[config.mk]
export PLATFORM = sky130hd
export DESIGN_NAME = lift_hall_call_queue_store
export DESIGN_NICKNAME = d
export VERILOG_FILES = /design/src/sv/lhcq_pkg.sv /design/src/sv/lhcq_dest_ram.sv /design/src/sv/lift_hall_call_queue_store.sv
export VERILOG_INCLUDE_DIRS = /design/src /design/src/sv
export SDC_FILE = /design/constraint.sdc
export NUM_CORES = 2
export LEC_CHECK = 0
export ABC_AREA = 1
export BUFFER_PORTS_ARGS = -buffer_cell sky130_fd_sc_hd__buf_2
export CORE_ASPECT_RATIO = 2
export CORE_MARGIN = 5
export CORE_UTILIZATION = 30
export DETAILED_ROUTE_END_ITERATION = 16
export SLEW_MARGIN = 20
export SYNTH_ARGS = -nofsm -noshare
export SYNTH_HDL_FRONTEND = slang
export SYNTH_SLANG_ARGS = --single-unit
[constraint.sdc]
create_clock -name clock -period 43.6 [get_ports clock]
set_clock_uncertainty 0.1 [all_clocks]
set_input_delay 4.36 -clock clock [delete_from_list [all_inputs] [get_ports clock]]
set_output_delay 4.36 -clock clock [all_outputs]
set_load 0.03 [all_outputs]
[src/sv/lift_hall_call_queue_store_assert.svh]
// Assertion macros for the hall-call queue store
`ifndef LIFT_HALL_CALL_QUEUE_STORE_ASSERT_SVH
`define LIFT_HALL_CALL_QUEUE_STORE_ASSERT_SVH
`ifndef SYNTHESIS
`define LHCQ_ASSERT(label, clk, rst, prop, msg) \
   label: assert property (@(posedge clk) disable iff (rst) prop) else $error(msg);
`define LHCQ_ASSERT_ALWAYS(label, clk, prop, msg) \
   label: assert property (@(posedge clk) prop) else $error(msg);
`else
`define LHCQ_ASSERT(label, clk, rst, prop, msg)
`define LHCQ_ASSERT_ALWAYS(label, clk, prop, msg)
`endif
`endif

[src/sv/lhcq_pkg.sv]
package lhcq_pkg;
   localparam int MaxFloors  = 16;
   localparam int QueueDepth = 16;
   localparam int FloorW = $clog2(MaxFloors);
   localparam int SlotW  = $clog2(QueueDepth);
   localparam int LenW   = $clog2(QueueDepth + 1);
   localparam int AddrW  = FloorW + SlotW;
   localparam logic [4:0] NoneCode  = 5'd16;
   localparam logic [4:0] ResultMax = 5'd16;

   localparam logic [1:0] OpAdd       = 2'd0;
   localparam logic [1:0] OpBoardUp   = 2'd1;
   localparam logic [1:0] OpBoardDown = 2'd2;
   localparam logic [1:0] OpQuery     = 2'd3;

   localparam logic [1:0] StatusOk   = 2'd0;
   localparam logic [1:0] StatusFull = 2'd1;
   localparam logic [1:0] StatusBad  = 2'd2;

   typedef struct packed {
      logic [1:0] op;
      logic [3:0] floor;
      logic [3:0] dest;
      logic [4:0] capacity;
      logic [3:0] lift_pos;
   } req_type;

   typedef struct packed {
      logic [1:0] status;
      logic       rider_valid;
      logic [3:0] rider_dest;
      logic       last;
      logic       all_empty;
      logic [4:0] down_above_floor;
      logic [4:0] up_above_floor;
      logic [4:0] down_below_floor;
      logic [4:0] up_below_floor;
   } rsp_type;

   typedef struct packed {
      logic             we;
      logic [AddrW-1:0] waddr;
      logic [3:0]       wdata;
      logic [AddrW-1:0] raddr;
   } ram_ctl_type;
endpackage

[src/sv/lhcq_dest_ram.sv]
module lhcq_dest_ram (
   input  logic                 clock,
   input  lhcq_pkg::ram_ctl_type ctl,
   output logic [3:0]           rd_data
);
   logic [3:0] mem [0:(1 << lhcq_pkg::AddrW)-1];

   // write one entry, read one entry with registered data
   always_ff @(posedge clock) begin
      if (ctl.we) begin
         mem[ctl.waddr] <= ctl.wdata;
      end
      rd_data <= mem[ctl.raddr];
   end
endmodule

[src/sv/lift_hall_call_queue_store.sv]
// Add and query requests: result on the ports the cycle after the accepting edge;
// the next request may be accepted at the very next edge.
// Board requests: busy while walking the floor's queue through the destination memory
// (one entry per cycle), then while emitting the results (at least one result).
// Results are single-cycle strobes; the receiver cannot stall them.
// Synchronous reset empties all queues and sets floor_count to 16; no clearing pass.
`include "lift_hall_call_queue_store_assert.svh"
module lift_hall_call_queue_store (
   input  logic              clock,
   input  logic              reset,
   input  logic              start,
   output logic              busy,
   input  lhcq_pkg::req_type req_data,
   output logic              rsp_strobe,
   output lhcq_pkg::rsp_type rsp_data,
   input  logic              csr_wr_en,
   input  logic [4:0]        csr_wr_data
);
   localparam int NF = lhcq_pkg::MaxFloors;
   localparam int LW = lhcq_pkg::LenW;

   typedef enum logic [2:0] {
      ST_IDLE = 3'b001,
      ST_SCAN = 3'b010,
      ST_EMIT = 3'b100
   } state_type;

   state_type state_ff, state_in;
   logic [4:0] floor_count_ff;
   logic [4:0] n_floors;
   logic [LW-1:0] len_ff [NF], len_in [NF];
   logic [LW-1:0] up_ff [NF], up_in [NF];
   logic [LW-1:0] dn_ff [NF], dn_in [NF];
   logic [3:0] fl_ff, fl_in;
   logic dir_up_ff, dir_up_in;
   logic [4:0] limit_ff, limit_in;
   logic [LW-1:0] scan_len_ff, scan_len_in;
   logic [LW-1:0] rd_k_ff, rd_k_in;
   logic [LW-1:0] kept_ff, kept_in;
   logic [4:0] taken_ff, taken_in;
   logic pend_ff, pend_in;
   logic [3:0] em_ff, em_in;
   logic [3:0] rider_ff [lhcq_pkg::QueueDepth];
   logic rsp_strobe_ff, rsp_strobe_in;
   lhcq_pkg::rsp_type rsp_ff, rsp_in;
   lhcq_pkg::ram_ctl_type ram_ctl;
   logic [3:0] rd_data;
   logic accept;
   logic is_match;
   logic take;
   logic [4:0] t_da, t_ua, t_db, t_ub;

   lhcq_dest_ram u_ram (.clock(clock), .ctl(ram_ctl), .rd_data(rd_data));

   assign n_floors = (floor_count_ff == 5'd0) ? 5'd1 :
                     (floor_count_ff > 5'(NF)) ? 5'(NF) : floor_count_ff;
   assign accept = start && (state_ff == ST_IDLE);
   assign busy = (state_ff != ST_IDLE);
   assign rsp_strobe = rsp_strobe_ff;
   assign rsp_data = rsp_ff;
   assign is_match = dir_up_ff ? (rd_data > fl_ff) : (rd_data < fl_ff);
   assign take = pend_ff && is_match && (taken_ff < limit_ff);

   function automatic logic all_empty_f(input logic [LW-1:0] lens [NF], input logic [4:0] n);
      logic e;
      e = 1'b1;
      for (int f = 0; f < NF; f++) begin
         if (5'(f) < n && lens[f] != '0) e = 1'b0;
      end
      return e;
   endfunction

   // search SCAN targets from per-floor direction counts
   always_comb begin
      t_da = lhcq_pkg::NoneCode;
      t_ua = lhcq_pkg::NoneCode;
      t_db = lhcq_pkg::NoneCode;
      t_ub = lhcq_pkg::NoneCode;
      for (int f = 0; f < NF; f++) begin
         if (5'(f) < n_floors) begin
            if (5'(f) > {1'b0, req_data.lift_pos}) begin
               if (dn_ff[f] != '0) t_da = 5'(f);
               if (t_ua == lhcq_pkg::NoneCode && up_ff[f] != '0) t_ua = 5'(f);
            end else if (5'(f) < {1'b0, req_data.lift_pos}) begin
               if (dn_ff[f] != '0) t_db = 5'(f);
               if (t_ub == lhcq_pkg::NoneCode && up_ff[f] != '0) t_ub = 5'(f);
            end
         end
      end
   end

   // sequence requests: single-shot ops, queue walk, rider emission
   always_comb begin
      state_in = state_ff;
      len_in = len_ff;
      up_in = up_ff;
      dn_in = dn_ff;
      fl_in = fl_ff;
      dir_up_in = dir_up_ff;
      limit_in = limit_ff;
      scan_len_in = scan_len_ff;
      rd_k_in = rd_k_ff;
      kept_in = kept_ff;
      taken_in = taken_ff;
      pend_in = 1'b0;
      em_in = em_ff;
      rsp_strobe_in = 1'b0;
      rsp_in = rsp_ff;
      ram_ctl.we = 1'b0;
      ram_ctl.waddr = {fl_ff, kept_ff[lhcq_pkg::SlotW-1:0]};
      ram_ctl.wdata = rd_data;
      ram_ctl.raddr = {fl_ff, rd_k_ff[lhcq_pkg::SlotW-1:0]};
      case (state_ff)
         ST_IDLE: begin
            if (accept) begin
               rsp_in.rider_valid = 1'b0;
               rsp_in.rider_dest = 4'd0;
               rsp_in.last = 1'b1;
               rsp_in.status = lhcq_pkg::StatusOk;
               rsp_in.down_above_floor = lhcq_pkg::NoneCode;
               rsp_in.up_above_floor = lhcq_pkg::NoneCode;
               rsp_in.down_below_floor = lhcq_pkg::NoneCode;
               rsp_in.up_below_floor = lhcq_pkg::NoneCode;
               case (req_data.op)
                  lhcq_pkg::OpAdd: begin
                     rsp_strobe_in = 1'b1;
                     if ({1'b0, req_data.floor} >= n_floors ||
                         {1'b0, req_data.dest} >= n_floors ||
                         req_data.dest == req_data.floor) begin
                        rsp_in.status = lhcq_pkg::StatusBad;
                     end else if (len_ff[req_data.floor] >= LW'(lhcq_pkg::QueueDepth)) begin
                        rsp_in.status = lhcq_pkg::StatusFull;
                     end else begin
                        ram_ctl.we = 1'b1;
                        ram_ctl.waddr = {req_data.floor,
                                         len_ff[req_data.floor][lhcq_pkg::SlotW-1:0]};
                        ram_ctl.wdata = req_data.dest;
                        len_in[req_data.floor] = len_ff[req_data.floor] + 1'b1;
                        if (req_data.dest > req_data.floor)
                           up_in[req_data.floor] = up_ff[req_data.floor] + 1'b1;
                        else
                           dn_in[req_data.floor] = dn_ff[req_data.floor] + 1'b1;
                     end
                     rsp_in.all_empty = all_empty_f(len_in, n_floors);
                  end
                  lhcq_pkg::OpQuery: begin
                     rsp_strobe_in = 1'b1;
                     rsp_in.all_empty = all_empty_f(len_ff, n_floors);
                     rsp_in.down_above_floor = t_da;
                     rsp_in.up_above_floor = t_ua;
                     rsp_in.down_below_floor = t_db;
                     rsp_in.up_below_floor = t_ub;
                  end
                  default: begin
                     if ({1'b0, req_data.floor} >= n_floors) begin
                        rsp_strobe_in = 1'b1;
                        rsp_in.status = lhcq_pkg::StatusBad;
                        rsp_in.all_empty = all_empty_f(len_ff, n_floors);
                     end else begin
                        // start walk: issue read of slot 0
                        fl_in = req_data.floor;
                        dir_up_in = (req_data.op == lhcq_pkg::OpBoardUp);
                        limit_in = (req_data.capacity < lhcq_pkg::ResultMax) ?
                                   req_data.capacity : lhcq_pkg::ResultMax;
                        scan_len_in = len_ff[req_data.floor];
                        ram_ctl.raddr = {req_data.floor, {lhcq_pkg::SlotW{1'b0}}};
                        pend_in = (len_ff[req_data.floor] != '0);
                        rd_k_in = LW'(1);
                        kept_in = '0;
                        taken_in = 5'd0;
                        state_in = ST_SCAN;
                     end
                  end
               endcase
            end
         end
         ST_SCAN: begin
            // advance the read pointer
            if (rd_k_ff < scan_len_ff) begin
               pend_in = 1'b1;
               rd_k_in = rd_k_ff + 1'b1;
            end
            if (pend_ff) begin
               if (take) begin
                  taken_in = taken_ff + 5'd1;
                  if (dir_up_ff) up_in[fl_ff] = up_ff[fl_ff] - 1'b1;
                  else dn_in[fl_ff] = dn_ff[fl_ff] - 1'b1;
               end else begin
                  // compact: keep entry at next kept slot
                  ram_ctl.we = 1'b1;
                  kept_in = kept_ff + 1'b1;
               end
            end else begin
               len_in[fl_ff] = kept_ff;
               em_in = 4'd0;
               state_in = ST_EMIT;
            end
         end
         ST_EMIT: begin
            rsp_strobe_in = 1'b1;
            rsp_in.status = lhcq_pkg::StatusOk;
            rsp_in.all_empty = all_empty_f(len_ff, n_floors);
            rsp_in.down_above_floor = lhcq_pkg::NoneCode;
            rsp_in.up_above_floor = lhcq_pkg::NoneCode;
            rsp_in.down_below_floor = lhcq_pkg::NoneCode;
            rsp_in.up_below_floor = lhcq_pkg::NoneCode;
            if (taken_ff == 5'd0) begin
               rsp_in.rider_valid = 1'b0;
               rsp_in.rider_dest = 4'd0;
               rsp_in.last = 1'b1;
               state_in = ST_IDLE;
            end else begin
               rsp_in.rider_valid = 1'b1;
               rsp_in.rider_dest = rider_ff[em_ff];
               rsp_in.last = ({1'b0, em_ff} == taken_ff - 5'd1);
               em_in = em_ff + 4'd1;
               if (rsp_in.last) state_in = ST_IDLE;
            end
         end
         default: state_in = ST_IDLE;
      endcase
   end

   // hold boarded riders
   always_ff @(posedge clock) begin
      if (state_ff == ST_SCAN && take) begin
         rider_ff[taken_ff[3:0]] <= rd_data;
      end
   end

   always_ff @(posedge clock) begin
      if (reset) begin
         state_ff <= ST_IDLE;
         floor_count_ff <= 5'd16;
         rsp_strobe_ff <= 1'b0;
         pend_ff <= 1'b0;
         for (int f = 0; f < NF; f++) begin
            len_ff[f] <= '0;
            up_ff[f] <= '0;
            dn_ff[f] <= '0;
         end
      end else begin
         state_ff <= state_in;
         if (csr_wr_en) floor_count_ff <= csr_wr_data;
         rsp_strobe_ff <= rsp_strobe_in;
         pend_ff <= pend_in;
         len_ff <= len_in;
         up_ff <= up_in;
         dn_ff <= dn_in;
      end
   end

   always_ff @(posedge clock) begin
      fl_ff <= fl_in;
      dir_up_ff <= dir_up_in;
      limit_ff <= limit_in;
      scan_len_ff <= scan_len_in;
      rd_k_ff <= rd_k_in;
      kept_ff <= kept_in;
      taken_ff <= taken_in;
      em_ff <= em_in;
      rsp_ff <= rsp_in;
   end

   `LHCQ_ASSERT(a_board_goes_busy, clock, reset, accept && req_data.op != lhcq_pkg::OpAdd && req_data.op != lhcq_pkg::OpQuery && {1'b0, req_data.floor} < n_floors |=> busy, "board request did not start walk")
   `LHCQ_ASSERT(a_riders_back_to_back, clock, reset, rsp_strobe && !rsp_data.last |=> rsp_strobe, "gap inside rider burst")
   `LHCQ_ASSERT(a_taken_in_limit, clock, reset, state_ff == ST_SCAN |-> taken_ff <= limit_ff, "boarded beyond capacity")
   `LHCQ_ASSERT_ALWAYS(a_state_onehot, clock, reset || $onehot(state_ff), "sequencer state not one-hot")
endmodule
==> qor.txt <==
Post-synthesis instance area: 0.06522 mm²
DRT Wirelength: 234800 µm
Kind of path behind the tightest hold check: register to register
Nets@finish: 6348
Synthesis-to-layout area growth: 11.06%
Post-Synth Adder-Cell Area: 0.7866%
Global-route wire length before repair: 337900 µm
CTS Sinks: 1409
Post-synthesis xor/xnor area fraction: 0.3089%
Iteration count of the initial detailed-routing pass: 6
Post-Synthesis Net Count: 6500
Starting Density: 30.08%
Detailed-route vias per instance: 5.556
Mux share of post-synthesis cell area: 0.2628%
Critical path's slowest cell: nand2_1
Non-filler cells in the finished layout: 9194
Reported max-cap violation count: 0
Met1 track demand over resource in global routing: 18.92%
Critical Path Source Type: primary input
Maximum vdd drop: 0.00003928 V
Synth Flop Type: edfxtp_1
Chip width: 339.7 µm
Post-CTS Setup Inserts: 0
Netlist cell types: 57
Initial antenna violation count: 3
Vias: 51080
Die Footprint: 0.2274 mm²
Seq/Total Area, Yosys: 60.92%
Number of setup violations in the final report: 0
Post-detailed-route count of antenna-violating nets: 0
Number of buffers inserted for hold repair after clock tree synthesis: 0
Result of the run: finished, final reports clean
Overall Global Routing Usage: 19.82%
Max-Slew Margin vs Limit: 16.18%
Worst skew pair latency: 770 ps
Worst-path maximum fanout: 34
Area of the placeable core: 0.2168 mm²
Critical Path RT: 43910 ps
Drt drc: 0
DP Wirelength: 158300 µm
Post-synthesis share of cell area spent on and, or, nand and nor gates: 15.05%
Clock root cell: clkbuf_16
Post-synth EDFFs: 1151
Row cnt: 242
Mean instance size in the synthesized netlist: 10.14 µm²
Number of cells produced by synthesis: 6431
Highest clock rate: 103.1 MHz
Cell family contributing the most delay on the critical path: simple AND/OR/NAND/NOR gates
Max-slew violations: 0
Clock period minus final worst setup slack: 9698 ps
Die H: 669.4 µm
Share of layout cells above drive strength 1: 10.48%
Power density normalized to cell area: 48.23 mW/mm²
CP most frequent cell: nor2_1
Vias in the first global route: 51610
Remaining global-route overflow: 0
Layer carrying the most global-route usage: met2
Iter 0 DRT Violations: 4438
Ratio of final minimum period to clock period: 22.24%
Global-route met2 utilization: 37.32%
Complex-gate fraction of the synthesized area: 17.62%
Number of resized instances in the post-cts repair step: 0
Classification of the worst setup path: primary input to register
Syn. warnings: 0
Quantity of I/O buffers inserted on ports: 58
CTS H-tree lvls: 3
Lkg Pwr: 23.87 nW
Cell-by-cell trace of the critical path: buf_2 -> nor2_2 -> buf_4 -> inv_2 -> buf_4 -> o221ai_1 -> nor2_1 -> a21oi_1 -> nand2_1 -> inv_2 -> nand2_2 -> nor3_4 -> inv_2 -> o21ai_0 -> inv_1 -> nor2_1 -> inv_1 -> nor2_1 -> nand2_1 -> nor2_1
Filler cell count in the final layout: 21810
Number of register bits inferred by synthesis: 1409
Global routing met3 resource utilization: 2.599%
Proportion of synthesized flip-flops having asynchronous set or reset: 0%
CTS Buf Count: 118
Element type at the critical path end: register
Number of buffer and inverter stages on the critical path: 8
Clock-pin slew on the worst setup and hold paths: 70 ps
Signal arrival time at the worst endpoint: 10000 ps
Wirelength per Cell: 25.54 µm
Maximum cell stage delay along the critical path: 700 ps
Setup repair after global routing missed its margin: false
Main combinational cell family by area after synthesis: compound AO/OA/AOI/OAI gates
Smallest setup slack after layout: 33900 ps
Pre-CTS WS: 32940 ps
TritonCTS clock tree: built
Final number of hold-violating endpoints: 0
Number of placed cells counting well taps: 8962
Final sum of negative setup slack: 0 ps
Hold slack: 385.3 ps
Final weighted congestion in routability-driven placement: 0.9925
Count of boundary I/O pins: 59
CTS max path bufs: 3
Slew of the pin with the lowest slew margin: 1244 ps
Largest net degree at the start of global routing: 237
PnR Total Power: 3.493 mW
cell type report:
cell class | count | area [µm²] | area share (%)
sequential | 1409 | 39730 | 54.85
multi-input combinational | 4175 | 22510 | 31.08
tap | 2806 | 3511 | 4.847
clock buffer | 142 | 3083 | 4.257
inverter | 435 | 1648 | 2.275
clock inverter | 83 | 972.2 | 1.342
timing repair buffer | 140 | 965.9 | 1.334
antenna | 4 | 10.01 | 0.01382
tightest hold or removal path: stages (launching register included):
cell and delay [ps]:
dfxtp_1 330, inv_1 60, a21oi_1 50
per-stage QoR:
stage | area [µm²] | utilization [%]
floorplan | 65220 | -
global placement | 68210 | 31.46
detailed placement | 68280 | 31.50
CTS | 72340 | 33.37
global route | 72420 | 33.40
finish | 72430 | 33.41
cell families after synthesis:
| group | after synthesis |
|---|---|
| xor gates and xnor gates | 23 |
| buffers and inverters | 847 |
| DFF | 1409 |
| and+or+nand+nor | 2288 |
| AOI/OAI and AO/OA | 1806 |
| adders and majority gates | 41 |
| muxes | 17 |
cells in the mapped netlist, types with 38 or more instances:
library cell | number | area share [%]
a21oi_1 | 176 | 1.4
a31oi_1 | 94 | 0.90
buf_1 | 38 | 0.22
buf_2 | 62 | 0.48
clkbuf_1 | 302 | 1.7
dfxtp_1 | 258 | 7.9
edfxtp_1 | 1151 | 53
ha_1 | 41 | 0.79
inv_1 | 413 | 2.4
nand2_1 | 469 | 2.7
nand3_1 | 184 | 1.4
nand4_1 | 51 | 0.49
nor2_1 | 1236 | 7.1
nor3_1 | 47 | 0.36
o211ai_1 | 344 | 4.0
o21ai_0 | 542 | 4.2
o22ai_1 | 335 | 3.2
o311ai_0 | 129 | 1.7
o31ai_1 | 85 | 0.98
o32ai_1 | 48 | 0.64
or2_2 | 253 | 2.4
layer usage:
layer | wire [µm] | up-vias
li1 | - | 23110
met4 | 24220 | 2
met3 | 12920 | 830
met5 | 11 | -
met1 | 74130 | 24870
met2 | 123500 | 2280
path summary, 6_finish.rpt:
kind                                         from  depth (start not counted)  slack (ps)                to
worst max-delay path                 req_data[14]                         20       33900  u_ram.mem[73][0]
worst min-delay path                    dn_ff[64]                          2         390         dn_ff[64]
worst max register to register  floor_count_ff[4]                         24       36750  u_ram.rd_data[3]
worst min register to register          dn_ff[64]                          2         390         dn_ff[64]
cell usage in the layout (no fill, tap or decap), types with 6 or more instances in the layout:
cell,Yosys,routed
a21oi_1,176,176
clkinvlp_4,0,12
xnor2_1,11,6
nand2_2,7,15
nor3_1,47,47
nand4_1,51,51
clkinv_2,0,22
nand3_1,184,183
or2_2,253,253
o211ai_1,344,344
mux2i_1,16,16
clkbuf_16,0,118
o22ai_1,335,335
o32ai_1,48,48
a31oi_1,94,94
inv_1,413,412
ha_1,41,41
o21ai_0,542,537
bufinv_16,0,15
xor2_2,0,6
buf_4,8,75
a22oi_1,11,11
o311ai_0,129,129
clkbuf_1,302,20
o41ai_1,8,8
nor4_1,15,15
buf_2,62,58
inv_2,17,16
o31ai_1,85,85
nor2_2,9,15
clkinv_1,5,22
o21ai_1,9,11
nand2_1,469,457
nor2_1,1236,1227
edfxtp_1,1151,1151
dfxtp_1,258,258
state kept, by name, indices dropped and copies added, names as in the netlist, 5 cells and up, named ones only:
| name | count |
|---|---|
| u_ram.mem | 1024 |
| dn_ff | 80 |
| len_ff | 80 |
| up_ff | 80 |
| rider_ff | 64 |
| rsp_data | 29 |
| floor_count_ff | 5 |
| kept_ff | 5 |
| limit_ff | 5 |
| rd_k_ff | 5 |
| scan_len_ff | 5 |
| taken_ff | 5 |
power breakdown:
part           internal, mW  leakage (nW)  switching (mW)
logic                 0.168          9.45           0.575
clock network         0.600          1.94           0.515
registers              1.61          12.5          0.0249
(Power assumes the default switching activity.)
